--- config.mk ---
export PLATFORM = sky130hd
export DESIGN_NAME = ictf_mul
export DESIGN_NICKNAME = d
export VERILOG_FILES = /design/src/design/ictf_pkg.sv /design/src/design/ictf_mul.sv
export SDC_FILE = /design/constraint.sdc
export NUM_CORES = 2
export LEC_CHECK = 0
export ABC_CLOCK_PERIOD_IN_PS = 800
export BUFFER_PORTS_ARGS = -buffer_cell sky130_fd_sc_hd__buf_2
export CORE_ASPECT_RATIO = 1.1
export CORE_MARGIN = 2
export CORE_UTILIZATION = 50
export CTS_CLUSTER_SIZE = 14
export DETAILED_ROUTE_END_ITERATION = 8
export GPL_ROUTABILITY_DRIVEN = 1
export PLACE_DENSITY_LB_ADDON = 0.3
export SLEW_MARGIN = 20
export SYNTH_ARGS = -nofsm -noshare
export SYNTH_HDL_FRONTEND = slang
export SYNTH_SLANG_ARGS = --single-unit
--- constraint.sdc ---
create_clock -name clk -period 0.8 [get_ports clk]
set_input_delay 0.16 -clock clk [delete_from_list [all_inputs] [get_ports clk]]
set_output_delay 0.16 -clock clk [all_outputs]
set_load 0.02 [all_outputs]
--- src/design/ictf_pkg.sv ---
// ictf_pkg: shared types, constants and helpers of the complementary tilt filter
// used by the cordic cell, the multiplier unit and the top level
// no dependencies
`default_nettype none

package ictf_pkg;

    // fixed point formats
    localparam int unsigned ANGLE_FRAC = 16;
    localparam int unsigned ACC_FRAC = 24;
    localparam int unsigned STEP_SHIFT = ACC_FRAC - ANGLE_FRAC;
    localparam int unsigned WEIGHT_FRAC = 16;
    localparam int unsigned TABLE_LEN = 24;
    localparam int unsigned CORDIC_STEPS_DEF = 16;

    localparam int unsigned EST_W = 26;
    localparam int unsigned ACC_W = 25;
    localparam int unsigned G_W = 30;
    localparam int unsigned PROD_W = 53;

    localparam logic signed [33:0] Z180 = 34'sd3019898880;
    localparam logic signed [33:0] Z_HALF = 34'sd1 <<< (STEP_SHIFT - 1);
    localparam logic signed [33:0] ACC_LIM = 34'sd11796480;
    localparam logic signed [30:0] EST_LIM = 31'sd23592960;

    // configuration register indexes
    localparam logic [1:0] REG_BLEND_WEIGHT = 2'd0;
    localparam logic [1:0] REG_GYRO_STEP_SCALE = 2'd1;

    typedef enum logic [2:0] {
        ST_IDLE,
        ST_GYRO,
        ST_WAIT,
        ST_BLEND,
        ST_LAST,
        ST_OUT
    } ictf_state_t;

    typedef enum logic {
        OP_GYRO,
        OP_BLEND
    } mul_op_t;

    typedef struct packed {
        mul_op_t    op;
        logic [1:0] axis;
    } mul_tag_t;

    typedef struct packed {
        logic              zero;
        logic signed [31:0] x;
        logic signed [31:0] y;
        logic signed [33:0] z;
    } cordic_lane_t;

    // atan(2^-i) in degrees, q.24
    function automatic logic signed [33:0] atan_step(int unsigned i);
        logic signed [33:0] r;
        case (i)
            0:  r = 34'sd754974720;
            1:  r = 34'sd445687602;
            2:  r = 34'sd235489088;
            3:  r = 34'sd119537938;
            4:  r = 34'sd60000934;
            5:  r = 34'sd30029717;
            6:  r = 34'sd15018523;
            7:  r = 34'sd7509720;
            8:  r = 34'sd3754917;
            9:  r = 34'sd1877466;
            10: r = 34'sd938734;
            11: r = 34'sd469367;
            12: r = 34'sd234684;
            13: r = 34'sd117342;
            14: r = 34'sd58671;
            15: r = 34'sd29335;
            16: r = 34'sd14668;
            17: r = 34'sd7334;
            18: r = 34'sd3667;
            19: r = 34'sd1833;
            20: r = 34'sd917;
            21: r = 34'sd458;
            22: r = 34'sd229;
            23: r = 34'sd115;
            default: r = 34'sd0;
        endcase
        return r;
    endfunction

    // pre-rotation into the right half plane, operands scaled by 2^14
    function automatic cordic_lane_t cordic_init(logic signed [16:0] y, logic signed [16:0] x);
        cordic_lane_t l;
        logic signed [31:0] xs;
        logic signed [31:0] ys;
        xs = 32'(x) <<< 14;
        ys = 32'(y) <<< 14;
        l.zero = (x == 17'sd0) && (y == 17'sd0);
        if (x < 17'sd0)
        begin
            l.z = (y >= 17'sd0) ? Z180 : -Z180;
            l.x = -xs;
            l.y = -ys;
        end
        else
        begin
            l.z = 34'sd0;
            l.x = xs;
            l.y = ys;
        end
        return l;
    endfunction

    // round the q.24 accumulator to angle format and clamp to +-180
    function automatic logic signed [ACC_W-1:0] cordic_finish(cordic_lane_t l);
        logic signed [33:0] zr;
        zr = ($signed(l.z) + Z_HALF) >>> STEP_SHIFT;
        if (l.zero)
            zr = 34'sd0;
        else if (zr > ACC_LIM)
            zr = ACC_LIM;
        else if (zr < -ACC_LIM)
            zr = -ACC_LIM;
        return ACC_W'(zr);
    endfunction

endpackage

`default_nettype wire

--- src/design/ictf_mul.sv ---
// ictf_mul: shared registered signed multiplier with a result tag
// depends on ictf_pkg
`default_nettype none

module ictf_mul
    import ictf_pkg::*;
(
    input  wire logic                     clk,
    input  wire logic                     rst_n,
    input  wire logic                     issue,
    input  wire mul_tag_t                 tag_in,
    input  wire logic signed [31:0]       a,
    input  wire logic signed [20:0]       b,
    output logic                          done,
    output mul_tag_t                      tag_out,
    output logic signed [PROD_W-1:0]      product
);

    logic                     done_reg;
    mul_tag_t                 tag_reg;
    logic signed [PROD_W-1:0] product_reg;

    always_ff @(posedge clk or negedge rst_n)
    begin
        if (!rst_n)
            done_reg <= 1'b0;
        else
            done_reg <= issue;
    end

    always_ff @(posedge clk)
    begin
        if (issue)
        begin
            tag_reg     <= tag_in;
            product_reg <= PROD_W'(a) * PROD_W'(b);
        end
    end

    assign done    = done_reg;
    assign tag_out = tag_reg;
    assign product = product_reg;

endmodule

`default_nettype wire

* After elaboration in Yosys (flattened, before gate mapping)
Cells that the tools add are included.
Word-level totals: bits in registers 57, input port bits 59, output and inout bits 57, word-level logic and storage cells 5
Cells by class: $mul 1
Operator list (number):
- $mul 32x21->53 | 1

* Depth between registers and ports, before layout
depth in word-level cells 1, depth in mapped cells 27, gate-level depth less buffers 25

* Worst setup path before layout
No wires, ideal clock.
path kind input to register, start point input port a[31], end point register product_reg[50] (netlist: product[50]), data pin, library setup time 0.262 ns, data arrival time 6.239 ns, data required time 0.538 ns, setup slack -5.701 ns, stages on the path 25, buffers on the path 1, cells stage by stage clkbuf_1 > and2_1 > fa_1 > inv_1 > fa_1 > inv_1 > fa_1 > inv_1 > fa_1 > inv_1 > fa_1 > inv_1 > fa_1 > fa_1 > inv_1 > ha_1 > a21oi_1 > o21ai_0 > a21o_1 > a21o_1 > a21oi_1 > o21ai_0 > a21oi_1 > o21ai_1 > xor2_1
Between the ends: cells in the longest elaborated chain, start to end 1
RTL lines:
- start: declaration | RTL line ictf_mul.sv:12 | input wire logic signed [31:0] a,
- $mul 32x21->53 | RTL line ictf_mul.sv:36 | product_reg <= PROD_W'(a) * PROD_W'(b);
- end signal: assignment | RTL line ictf_mul.sv:36
- end: declaration | RTL line ictf_mul.sv:21 | logic signed [PROD_W-1:0] product_reg;
No other way between the ends. A chain may end at the register's enable or synchronous reset.

* Worst setup path in the final report
start point input port b[10], end point register product_reg[52] (netlist: product[52]), data pin
Between the ends: cells in the longest elaborated chain, start to end 1
RTL lines:
- start: declaration | RTL line ictf_mul.sv:13 | input wire logic signed [20:0] b,
- $mul 32x21->53 | RTL line ictf_mul.sv:36
No other way between the ends.

==> impl_results.md <==
* Outcome: finished with violations
* Violations in the final reports: negative setup slack
* HPWL Detailed at 61100 um
* Slew at the pin with the worst max-slew slack at between 0.3 and 0.4 ns
* Synthesized-area fraction occupied by ao, oa, aoi and oai cells at 4.46%
* Final count of hold timing violations at 0
* Number of rows in the core area at between 80 and 90
* Largest cells by area after synthesis: fa_1 (52%), inv_1 (11%), and2_1 (6.7%)
* Fraction of the mapped netlist area in simple logic gates at between 10 and 15%
* Horizontal die dimension at about 220 um
* Number of fillers in the final layout at 3853
* Seq/Total Area, Yosys at 6.66%
* Cell area after technology mapping at 0.0256 mm2
* Worst endpoint data arrival time at 6.36 ns
* Largest net degree at the start of global routing at 36
* CP Max Fanout at 5
* Vias in the first global route at 23596
* Via-to-Cell Ratio at 5.26
* Hold Crit Class: primary input to asynchronous set/reset pin
* Top cell type by total area after synthesis: fa_1
* Post-detailed-routing wire length at 78400 um
* Detailed router's first-iteration violation count at 1170
* DRC Markers at 0
* Unrepaired setup endpoints after global routing: true
* Root buffer cell: clkbuf_16
* # setup viols final at roughly 110
* Element type at the critical path end: register
* Clock sink total at 57
* Fmax achieved at ~0.16 GHz
* Cells traversed along the worst timing path: buf_16 > and2_4 > fa_1 > inv_2 > fa_1 > fa_1 > fa_1 > inv_2 > fa_2 > fa_1 > inv_2 > fa_1 > inv_2 > ha_4 > and4_4 > o211ai_1 > a21o_1 > a2111o_1 > nand3_2 > a21oi_4 > o31ai_4 > nor2_1 > a211oi_2
* Ratio of cells with drive above 1 in the final layout at 29.1%
* Flip-flop count of the largest register after layout at 53
* Reg area at 0.00171 mm2
* Arithmetic-cell share of the synthesized area counting full adders, half adders and majority gates at 58.7%
* Average instance area after synthesis at ~9.2 um2
* CTS Buf Count at 9
* Final critical path time including I/O delays and setup at between 6 and 7 ns
* Headroom to the max-slew limit at 75.2%
* Antenna-violating nets left at 0
* I/O pin total at between 100 and 150
* Global route overflow at 0
* Peak per-stage delay on the critical path at about 0.57 ns
* Area Overhead vs Synth at 31.1%
* Multi-input logic area at 0.0222 mm2
* Initial standard-cell utilization of the core at 50.3%
* Post-synth top flop: edfxtp_1
* Maximum number of buffers from clock root to sink at 2
* Count of unique library cells instantiated by Yosys at 58
* Mapped Nets at 3645
* Maximum Capacitance Violations at 0
* Post-synth ARST share at 1.75%
* Number of nets in the layout at 4070
* Kind of launch point of the worst setup path: primary input
* Largest family of logic cells by synthesized area: adder cells
* Drt pass-1 iters at 5
* Library cell contributing the largest single delay on the critical path: fa_1
* Post-synthesis share of cell area spent on xor and xnor gates at around 1.8%
* Post-route fraction of the period consumed by the critical path at 770%
* Type of the setup path with the least slack: primary input to register
* Number of max-slew violations in the final report at 0
* Number of antenna violations at the first check in global routing at 1
* Final Non-Filler Cells at roughly 3900
* Flop and latch count out of synthesis at 57
* Die span in y at 241 um
* Core region area at 0.0509 mm2
* Number of placed cells counting well taps at ~3800
* Area share of the largest cell type after synthesis at 52.2%
* Gpl congestion at 0.909
* Number of instances in the synthesized netlist at 2785
* # H-tree levels at 3
* Clock transition at the register clock pins on the worst setup and hold paths after CTS at 0.06 ns
* Clock tree from TritonCTS: yes
* Global-route wire length before repair at around 120000 um
* Total Die Area at 0.0531 mm2
* Number of vias after detailed routing at between 20000 and 25000
* Mux share of post-synthesis cell area at 0.0781%
* Total global routing track utilization at between 30% and 40%
* Final core utilization at between 60% and 70%
* Worst endpoint required time at 1.00 ns
* Dominant cell type by count on the critical path: fa_1
* Least setup slack across all paths after layout at -5.36 ns
* Count of flip-flops with a built-in enable after synthesis at 56
* Synth Warn # at 0
* Routed wirelength normalized by instance count at 20.2 um
* Worst Hold Margin at 0.116 ns
* Count of port buffers added during placement at about 120
-- logic make-up (layout without fill, tap and decap cells) --
| kind of cell | count (synthesis) | count (layout) |
|---|---|---|
| compound gates | 161 | 161 |
| xor+xnor | 54 | 54 |
| fa+ha+maj | 801 | 801 |
| buf+inv | 918 | 1348 |
| flops | 57 | 57 |
| mux | 2 | 2 |
| other cells | 0 | 1 |
| simple gates | 792 | 792 |
-- through the flow --
step                setup slack, ns  setup TNS (ns)  cell area (um2)
floorplan                     -5.29         -223.41            26800
global placement              -5.89         -261.28            29900
detailed placement            -5.99         -265.51            29900
CTS                           -5.30         -243.01            32600
global route                  -5.55         -255.62            33600
finish                        -5.36         -246.91            33600
-- layout make-up --
| cell class | count | area share, % |
|---|---|---|
| clock buffer | 11 | 0.722 |
| inverter | 778 | 8.71 |
| timing repair buffer | 554 | 16.9 |
| antenna | 1 | 0.00744 |
| tap | 667 | 2.48 |
| multi-input combinational | 1810 | 66.0 |
| clock inverter | 5 | 0.164 |
| sequential | 57 | 5.08 |
-- cells in the final DEF (no fill, tap or decap), drive strengths merged, types with 3 or more instances in the layout --
master         n
dlygate4sd3    4
nand4          9
a21oi         51
a211oi        10
nand2b         8
o211ai         5
a2111oi        3
edfxtp        56
buf          541
o21bai         9
and3           3
o21ai         27
ha           133
inv          778
fa           668
nor3           9
xnor2         40
nor2          59
o31ai          4
nand3b         3
clkbuf        18
nand3         11
a21o          28
and2         275
xor2          14
nand2        403
o21a           7
a31oi          4
-- per-layer routing --
layer / routed length (um) / vias up / GRT usage, %
met5: 0 / - / 0
met4: 6490 / 0 / 20.4
met3: 4050 / 334 / 4.09
met2: 42100 / 756 / 57.5
met1: 25700 / 10527 / 31.6
li1: - / 8798 / -
-- synthesized netlist by cell type, types with 2 or more instances --
cell type,number
o31ai_1,2
nor3_1,8
nand3b_1,3
a211oi_2,3
nor2b_1,2
o21bai_1,9
o21ai_0,20
nand2b_1,8
a21oi_1,47
xnor2_1,40
a31oi_1,4
and2_1,275
and4_1,2
a2111oi_0,2
a211oi_1,7
ha_1,133
o211ai_1,5
edfxtp_1,56
or3_1,2
xor2_1,14
and3_1,3
nand4_1,9
mux2i_1,2
nand2_1,403
a21oi_2,4
nor4b_1,2
buf_2,3
clkbuf_1,131
o21ai_1,6
inv_1,777
nand3_1,10
fa_1,668
a21o_1,28
buf_1,6
o31ai_4,2
nor3b_1,2
o221ai_2,2
o21a_1,7
nor2_1,59
-- worst max-delay path by stage --
stage / start / endpoint / slack (ns)
CTS: b[10] / product[52] / -5.30
detailed placement: b[15] / product[49] / -5.99
floorplan: b[5] / product[52] / -5.29
global route: a[9] / product[43] / -5.55
global placement: b[9] / product[44] / -5.89
finish: b[10] / product[52] / -5.36
-- critical path: cells and delay by family --
| kind | cells | cell delay [ns] |
|---|---|---|
| AND/OR/NAND/NOR | 4 | 0.60 |
| buffers and inverters | 5 | 0.34 |
| AO/OA/AOI/OAI | 6 | 1.36 |
| adder cells (fa/ha/maj) | 8 | 3.91 |
-- what timing repair did --
item,in CTS,in global routing
gates cloned,9,6
endpoints found under the setup margin,109,108
buffers inserted,64,40
endpoints found under the hold margin,4,0
resized for setup,444,170
pin swaps,153,125
hold buffers,4,0
Power is not shown: default switching activity piles up to over one toggle a cycle in this logic, so the estimate is an artifact.
