$ cat config.mk
export PLATFORM = sky130hd
export DESIGN_NAME = ictf_cordic_cell
export DESIGN_NICKNAME = d
export VERILOG_FILES = /design/src/design/ictf_pkg.sv /design/src/design/ictf_cordic_cell.sv
export SDC_FILE = /design/constraint.sdc
export NUM_CORES = 1
export LEC_CHECK = 0
export BUFFER_PORTS_ARGS = -buffer_cell sky130_fd_sc_hd__clkbuf_2
export CORE_MARGIN = 5
export CORE_UTILIZATION = 30
export CTS_CLUSTER_SIZE = 14
export DETAILED_ROUTE_END_ITERATION = 10
export GPL_TIMING_DRIVEN = 0
export SKIP_CTS_REPAIR_TIMING = 1
export SLEW_MARGIN = 20
export SYNTH_ARGS = -nofsm -noshare
export SYNTH_HDL_FRONTEND = slang
export SYNTH_SLANG_ARGS = --single-unit
$ cat constraint.sdc
create_clock -name clk -period 0.8 [get_ports clk]
set_input_delay 0.04 -clock clk [delete_from_list [all_inputs] [get_ports clk]]
set_output_delay 0.04 -clock clk [all_outputs]
set_load 0.03 [all_outputs]
$ cat src/design/ictf_pkg.sv
// ictf_pkg: shared types, constants and helpers of the complementary tilt filter
// used by the cordic cell, the multiplier unit and the top level
// no dependencies
`default_nettype none

package ictf_pkg;

    // fixed point formats
    localparam int unsigned ANGLE_FRAC = 16;
    localparam int unsigned ACC_FRAC = 24;
    localparam int unsigned STEP_SHIFT = ACC_FRAC - ANGLE_FRAC;
    localparam int unsigned WEIGHT_FRAC = 16;
    localparam int unsigned TABLE_LEN = 24;
    localparam int unsigned CORDIC_STEPS_DEF = 16;

    localparam int unsigned EST_W = 26;
    localparam int unsigned ACC_W = 25;
    localparam int unsigned G_W = 30;
    localparam int unsigned PROD_W = 53;

    localparam logic signed [33:0] Z180 = 34'sd3019898880;
    localparam logic signed [33:0] Z_HALF = 34'sd1 <<< (STEP_SHIFT - 1);
    localparam logic signed [33:0] ACC_LIM = 34'sd11796480;
    localparam logic signed [30:0] EST_LIM = 31'sd23592960;

    // configuration register indexes
    localparam logic [1:0] REG_BLEND_WEIGHT = 2'd0;
    localparam logic [1:0] REG_GYRO_STEP_SCALE = 2'd1;

    typedef enum logic [2:0] {
        ST_IDLE,
        ST_GYRO,
        ST_WAIT,
        ST_BLEND,
        ST_LAST,
        ST_OUT
    } ictf_state_t;

    typedef enum logic {
        OP_GYRO,
        OP_BLEND
    } mul_op_t;

    typedef struct packed {
        mul_op_t    op;
        logic [1:0] axis;
    } mul_tag_t;

    typedef struct packed {
        logic              zero;
        logic signed [31:0] x;
        logic signed [31:0] y;
        logic signed [33:0] z;
    } cordic_lane_t;

    // atan(2^-i) in degrees, q.24
    function automatic logic signed [33:0] atan_step(int unsigned i);
        logic signed [33:0] r;
        case (i)
            0:  r = 34'sd754974720;
            1:  r = 34'sd445687602;
            2:  r = 34'sd235489088;
            3:  r = 34'sd119537938;
            4:  r = 34'sd60000934;
            5:  r = 34'sd30029717;
            6:  r = 34'sd15018523;
            7:  r = 34'sd7509720;
            8:  r = 34'sd3754917;
            9:  r = 34'sd1877466;
            10: r = 34'sd938734;
            11: r = 34'sd469367;
            12: r = 34'sd234684;
            13: r = 34'sd117342;
            14: r = 34'sd58671;
            15: r = 34'sd29335;
            16: r = 34'sd14668;
            17: r = 34'sd7334;
            18: r = 34'sd3667;
            19: r = 34'sd1833;
            20: r = 34'sd917;
            21: r = 34'sd458;
            22: r = 34'sd229;
            23: r = 34'sd115;
            default: r = 34'sd0;
        endcase
        return r;
    endfunction

    // pre-rotation into the right half plane, operands scaled by 2^14
    function automatic cordic_lane_t cordic_init(logic signed [16:0] y, logic signed [16:0] x);
        cordic_lane_t l;
        logic signed [31:0] xs;
        logic signed [31:0] ys;
        xs = 32'(x) <<< 14;
        ys = 32'(y) <<< 14;
        l.zero = (x == 17'sd0) && (y == 17'sd0);
        if (x < 17'sd0)
        begin
            l.z = (y >= 17'sd0) ? Z180 : -Z180;
            l.x = -xs;
            l.y = -ys;
        end
        else
        begin
            l.z = 34'sd0;
            l.x = xs;
            l.y = ys;
        end
        return l;
    endfunction

    // round the q.24 accumulator to angle format and clamp to +-180
    function automatic logic signed [ACC_W-1:0] cordic_finish(cordic_lane_t l);
        logic signed [33:0] zr;
        zr = ($signed(l.z) + Z_HALF) >>> STEP_SHIFT;
        if (l.zero)
            zr = 34'sd0;
        else if (zr > ACC_LIM)
            zr = ACC_LIM;
        else if (zr < -ACC_LIM)
            zr = -ACC_LIM;
        return ACC_W'(zr);
    endfunction

endpackage

`default_nettype wire

$ cat src/design/ictf_cordic_cell.sv
// ictf_cordic_cell: one vectoring cordic iteration for the roll and pitch lanes
// depends on ictf_pkg
`default_nettype none

module ictf_cordic_cell
    import ictf_pkg::*;
#(
    parameter int unsigned STEP = 0
)
(
    input  wire logic         clk,
    input  wire logic         rst_n,
    input  wire logic         valid_in,
    input  wire cordic_lane_t roll_in,
    input  wire cordic_lane_t pitch_in,
    output logic              valid_out,
    output cordic_lane_t      roll_out,
    output cordic_lane_t      pitch_out
);

    function automatic cordic_lane_t rotate(cordic_lane_t l);
        cordic_lane_t r;
        logic signed [31:0] dx;
        logic signed [31:0] dy;
        dx = $signed(l.y) >>> STEP;
        dy = $signed(l.x) >>> STEP;
        r = l;
        if (!l.y[31])
        begin
            r.x = l.x + dx;
            r.y = l.y - dy;
            r.z = l.z + atan_step(STEP);
        end
        else
        begin
            r.x = l.x - dx;
            r.y = l.y + dy;
            r.z = l.z - atan_step(STEP);
        end
        return r;
    endfunction

    logic         valid_reg;
    cordic_lane_t roll_reg;
    cordic_lane_t pitch_reg;

    always_ff @(posedge clk or negedge rst_n)
    begin
        if (!rst_n)
            valid_reg <= 1'b0;
        else
            valid_reg <= valid_in;
    end

    always_ff @(posedge clk)
    begin
        if (valid_in)
        begin
            roll_reg  <= rotate(roll_in);
            pitch_reg <= rotate(pitch_in);
        end
    end

    assign valid_out = valid_reg;
    assign roll_out  = roll_reg;
    assign pitch_out = pitch_reg;

endmodule

`default_nettype wire

**After elaboration in Yosys (flattened, before gate mapping)**

Cells that the tools add are included.
W data, S select, Z words.

- Register bits after elaboration: 199
- Input port bits: 201
- Output and inout bits: 199
- Word-level logic and storage cells: 21

- Add/subtract/negate cells: 10
- Muxes and demuxes: 2

Operators with widths:

| kind | count |
|---|---|
| $mux W98 | 2 |
| $sub A32 B32 Y32 | 4 |
| $add A34 B31 Y34 const B | 2 |
| $sub A34 B31 Y34 const B | 2 |
| $add A32 B32 Y32 | 2 |

**Logic depth before layout (Yosys ltp)**

- Word-level depth: 2
- Gate-level depth with buffers: 12
- Mapped depth without buffers: 12

**Worst setup path before layout**

OpenSTA, ideal clock, no wires.

- Path type: input to register
- Start: input port pitch_in[34] in the netlist's numbering
- End: register pitch_reg, in the netlist pitch_out[94], data pin
- Setup time: 261 ps
- Data arrival time: 2473 ps
- Required time: 539 ps
- Slack: -1934 ps
- Cell stages on the path: 11
- Path buffers: 0
- Cell sequence: ha_1 fa_1 nor2b_4 o211ai_2 a311oi_4 o31ai_2 o211a_1 nor3_4 a211oi_2 mux2_4 a311o_1

- Word-level cells in the longest chain between the ends: 2
- Elaborated cells between the ends (all ways): 3
- Classes of those cells: 2 x add/sub; 1 x mux

Ends and longest elaborated chain:

| item | line | source |
|---|---|---|
| start: declaration | ictf_cordic_cell.sv:15 | `input wire cordic_lane_t pitch_in,` |
| $add A32 B32 Y32 / $sub A32 B32 Y32 (equally long branches) | ictf_cordic_cell.sv:30, ictf_cordic_cell.sv:36 |  |
| $mux W98 * | ictf_cordic_cell.sv:28 | `if (!l.y[31])` |
| end signal: assignment | ictf_cordic_cell.sv:60 | `pitch_reg <= rotate(pitch_in);` |
| end: declaration | ictf_cordic_cell.sv:45 | `cordic_lane_t pitch_reg;` |

Mark *: on every way between the ends. The rest lies on a longest branch, timed or not.
A chain may end at the register's enable or synchronous reset.

**Worst setup path in the final report**

- Start: input port pitch_in[66] in the netlist's numbering
- End: register pitch_reg, in the netlist pitch_out[94], data pin

Same word-level chain as after synthesis.

==> impl_metrics.env <==
export IMPL_ys_warnings_count=0
export IMPL_setup_viol_count_final=336
export IMPL_die_area_mm2=0.0636
export IMPL_hpwl_um=53700
export IMPL_cp_arrival_ns=2.79
export IMPL_root_buffer_master="clkbuf_16"
export IMPL_worst_ep_required_time_ns=1.07
export IMPL_post_route_cells_drive_above_1_share_pct=44.6
export IMPL_post_dp_cell_area_mm2=0.0221
export IMPL_predominant_post_synthesis_flop_cell="edfxtp_1"
export IMPL_vias_per_cell=5.29
export IMPL_final_core_utilization_pct=48.5
export IMPL_synthesis_area_mm2=0.0176
export IMPL_stdcell_area_mm2=0.0281
export IMPL_route_detailed_wl_per_inst_um=21.5
export IMPL_crit_type="in -> reg"
export IMPL_worst_setup_hold_path_clk_slew_ns=0.08
export IMPL_crit_path_start="pitch_in[66]"
export IMPL_placed_cells=3094
export IMPL_max_slew_worst_pin_slew_ns=1.11
export IMPL_placement_rows=88
export IMPL_maxCapViolations=0
export IMPL_detailedRoute_firstIterationViolations=1523
export IMPL_critPathMaxFanout=4
export IMPL_grt_usage_pct=20.2
export IMPL_asyncSetResetFlopFracSynth_pct=0.508
export IMPL_layout_cells_most_common_list="buf_6, edfxtp_1, clkbuf_2"
export IMPL_clock_tree_from_tritoncts="done"
export IMPL_startpoint_types="primary input"
export IMPL_critical_path_endpoint_type="flop"
export IMPL_syn_nets=2359
export IMPL_ys_types=91
export IMPL_initial_utilization_pct=30.4
export IMPL_gr_total_overflow=0
export IMPL_numClockSinks=197
export IMPL_seq_area_frac_synth_pct=33.6
export IMPL_first_global_vias=16900
export IMPL_coreArea_mm2=0.0579
export IMPL_cellPowerDensity_mw_per_mm2=1630
export IMPL_ys_seq_elements=197
export IMPL_tritoncts_buffers=17
export IMPL_vias=17700
export IMPL_syn_to_final_growth_pct=59.8
export IMPL_io_pins=400
export IMPL_period_minus_ws_final_ns=2.53
export IMPL_dieHeight_um=252
export IMPL_grt_pass1_wl_um=100000
export IMPL_die_w_um=252
export IMPL_totalWireLength_um=71600
export IMPL_final_weighted_congestion_in_routability_driven_placement=0.937
export IMPL_status="finished with violations"
export IMPL_layout_nets=2984
export IMPL_grt_max_degree=92
export IMPL_leakage_power_summed_over_all_cells_nw=11.8
export IMPL_fin_ws_ns=-1.73
export IMPL_vdd_ir_drop_max_mv=1.77
export IMPL_grt_antenna_before_repair=6
export IMPL_synthesis_area_per_instance_um2=9.13
export IMPL_cts_max_level=4
export IMPL_timing_fmax_ghz=0.396
export IMPL_violations="negative hold slack, negative setup slack"
export IMPL_fin_hold_ws_ns=-0.0891
export IMPL_number_of_enable_type_register_cells_in_the_synthesized_netlist=196
export IMPL_synthesis_instances=1928
export IMPL_timing_final_hold_violations=23
export IMPL_mostFrequentLayoutCell="buf_6"
export IMPL_drc=0
export IMPL_min_delay_start="valid_in"
export IMPL_rsz0062_at_grt="true"
export IMPL_slew_headroom_pct=26.1
export IMPL_final_number_of_max_transition_violations=0
export IMPL_fin_setup_tns_ns=-188.97
export IMPL_first_pass_iters=5
export IMPL_hold_path_class="in -> reg"
export IMPL_clock_path_buffers=2
export IMPL_post_layout_total_power_mw=45.9
export IMPL_period_share_pct=316
export IMPL_antenna_left=0
export IMPL_post_place_ws_ns=-2.62
export IMPL_fin_cells=3335
export IMPL_numPortBuffers=399
==> layout make-up <==
type / count / area (um2)
antenna: 4 / 10.0
buffer: 80 / 781
clock buffer: 17 / 425
clock inverter: 15 / 170
fill: 5337 / 29800
inverter: 217 / 1020
multi-input combinational: 1428 / 13400
sequential: 197 / 5910
tap: 765 / 957
timing repair buffer: 612 / 5450
==> per-layer routing <==
layer / part of all wire [%] / vias up / global-route usage (%)
li1: - / 8146 / -
met2: 49 / 833 / 34.3
met1: 39 / 8510 / 24.8
met3: 8.2 / 157 / 5.17
met5: 0.038 / - / 0
met4: 3.8 / 4 / 7.43
==> synthesized netlist by cell type (5+ instances only) <==
cell | instances | area (um2)
a21oi_1 | 226 | 1130
ha_1 | 222 | 2780
inv_1 | 208 | 781
edfxtp_1 | 196 | 5890
nor2_1 | 156 | 586
o21ai_0 | 115 | 576
xnor2_1 | 111 | 972
nand2_1 | 66 | 248
a21o_1 | 45 | 338
nor3_1 | 41 | 205
o21bai_1 | 38 | 285
clkbuf_1 | 32 | 120
a211oi_1 | 28 | 210
nand3_1 | 26 | 130
xor2_1 | 26 | 228
nor2b_1 | 25 | 156
mux2i_1 | 23 | 230
a31oi_1 | 19 | 119
o211ai_1 | 19 | 143
o31ai_1 | 18 | 135
buf_2 | 16 | 80.1
nand4_1 | 15 | 93.8
buf_6 | 14 | 158
nand2b_1 | 14 | 87.6
nor4_1 | 14 | 87.6
buf_1 | 13 | 48.8
o21a_1 | 13 | 97.6
or3_1 | 10 | 62.6
buf_4 | 9 | 67.6
o2111ai_1 | 9 | 78.8
or2_2 | 9 | 56.3
and2_1 | 8 | 50.1
fa_1 | 8 | 160
a211o_1 | 7 | 61.3
and3_1 | 7 | 43.8
a2111oi_0 | 6 | 52.6
a21boi_0 | 6 | 45.0
o21ai_1 | 6 | 30.0
inv_2 | 5 | 18.8
o221ai_1 | 5 | 43.8
o22ai_1 | 5 | 31.3
o31a_1 | 5 | 43.8
==> worst max-delay path: stages <==
cell and delay, ns:
buf_12 0.11, ha_4 0.15, fa_2 0.36, nor2b_4 0.15, o211ai_4 0.19, a311oi_4 0.17, o31ai_4 0.41, o211a_1 0.23
nor3_4 0.07, a211oi_2 0.31, mux2_4 0.33, a311o_1 0.26
==> cells by family after synthesis <==
family / after synthesis / share of synthesized area (%)
and+or+nand+nor: 407 / 11.1
DFF: 197 / 33.6
muxes: 24 / 1.39
xor gates and xnor gates: 137 / 6.82
buffers and inverters: 303 / 7.48
adders and majority gates: 230 / 16.7
AOI/OAI and AO/OA: 630 / 23.0
==> path summary, 6_finish.rpt <==
path,end,slack [ns],depth (start not counted)
hold / removal,pitch_out[37],-0.09,1
max in group asynchronous,valid_out,0.34,3
min in group asynchronous,valid_out,0.36,3
setup / recovery,pitch_out[94],-1.73,12
==> power by group <==
| part | switching (mW) | internal (mW) | total (mW) | leakage [nW] |
|---|---|---|---|---|
| Combinational | 12.8 | 9.69 | 22.5 | 9.56 |
| Clock | 4.80 | 4.43 | 9.23 | 0.284 |
| Sequential | 0.729 | 13.4 | 14.1 | 1.93 |
==> state kept, by name, summed over array words and instances (netlist names) <==
signal,flops
pitch_out,98
roll_out,98
valid_out,1
Power figures use the tool's default switching activity.
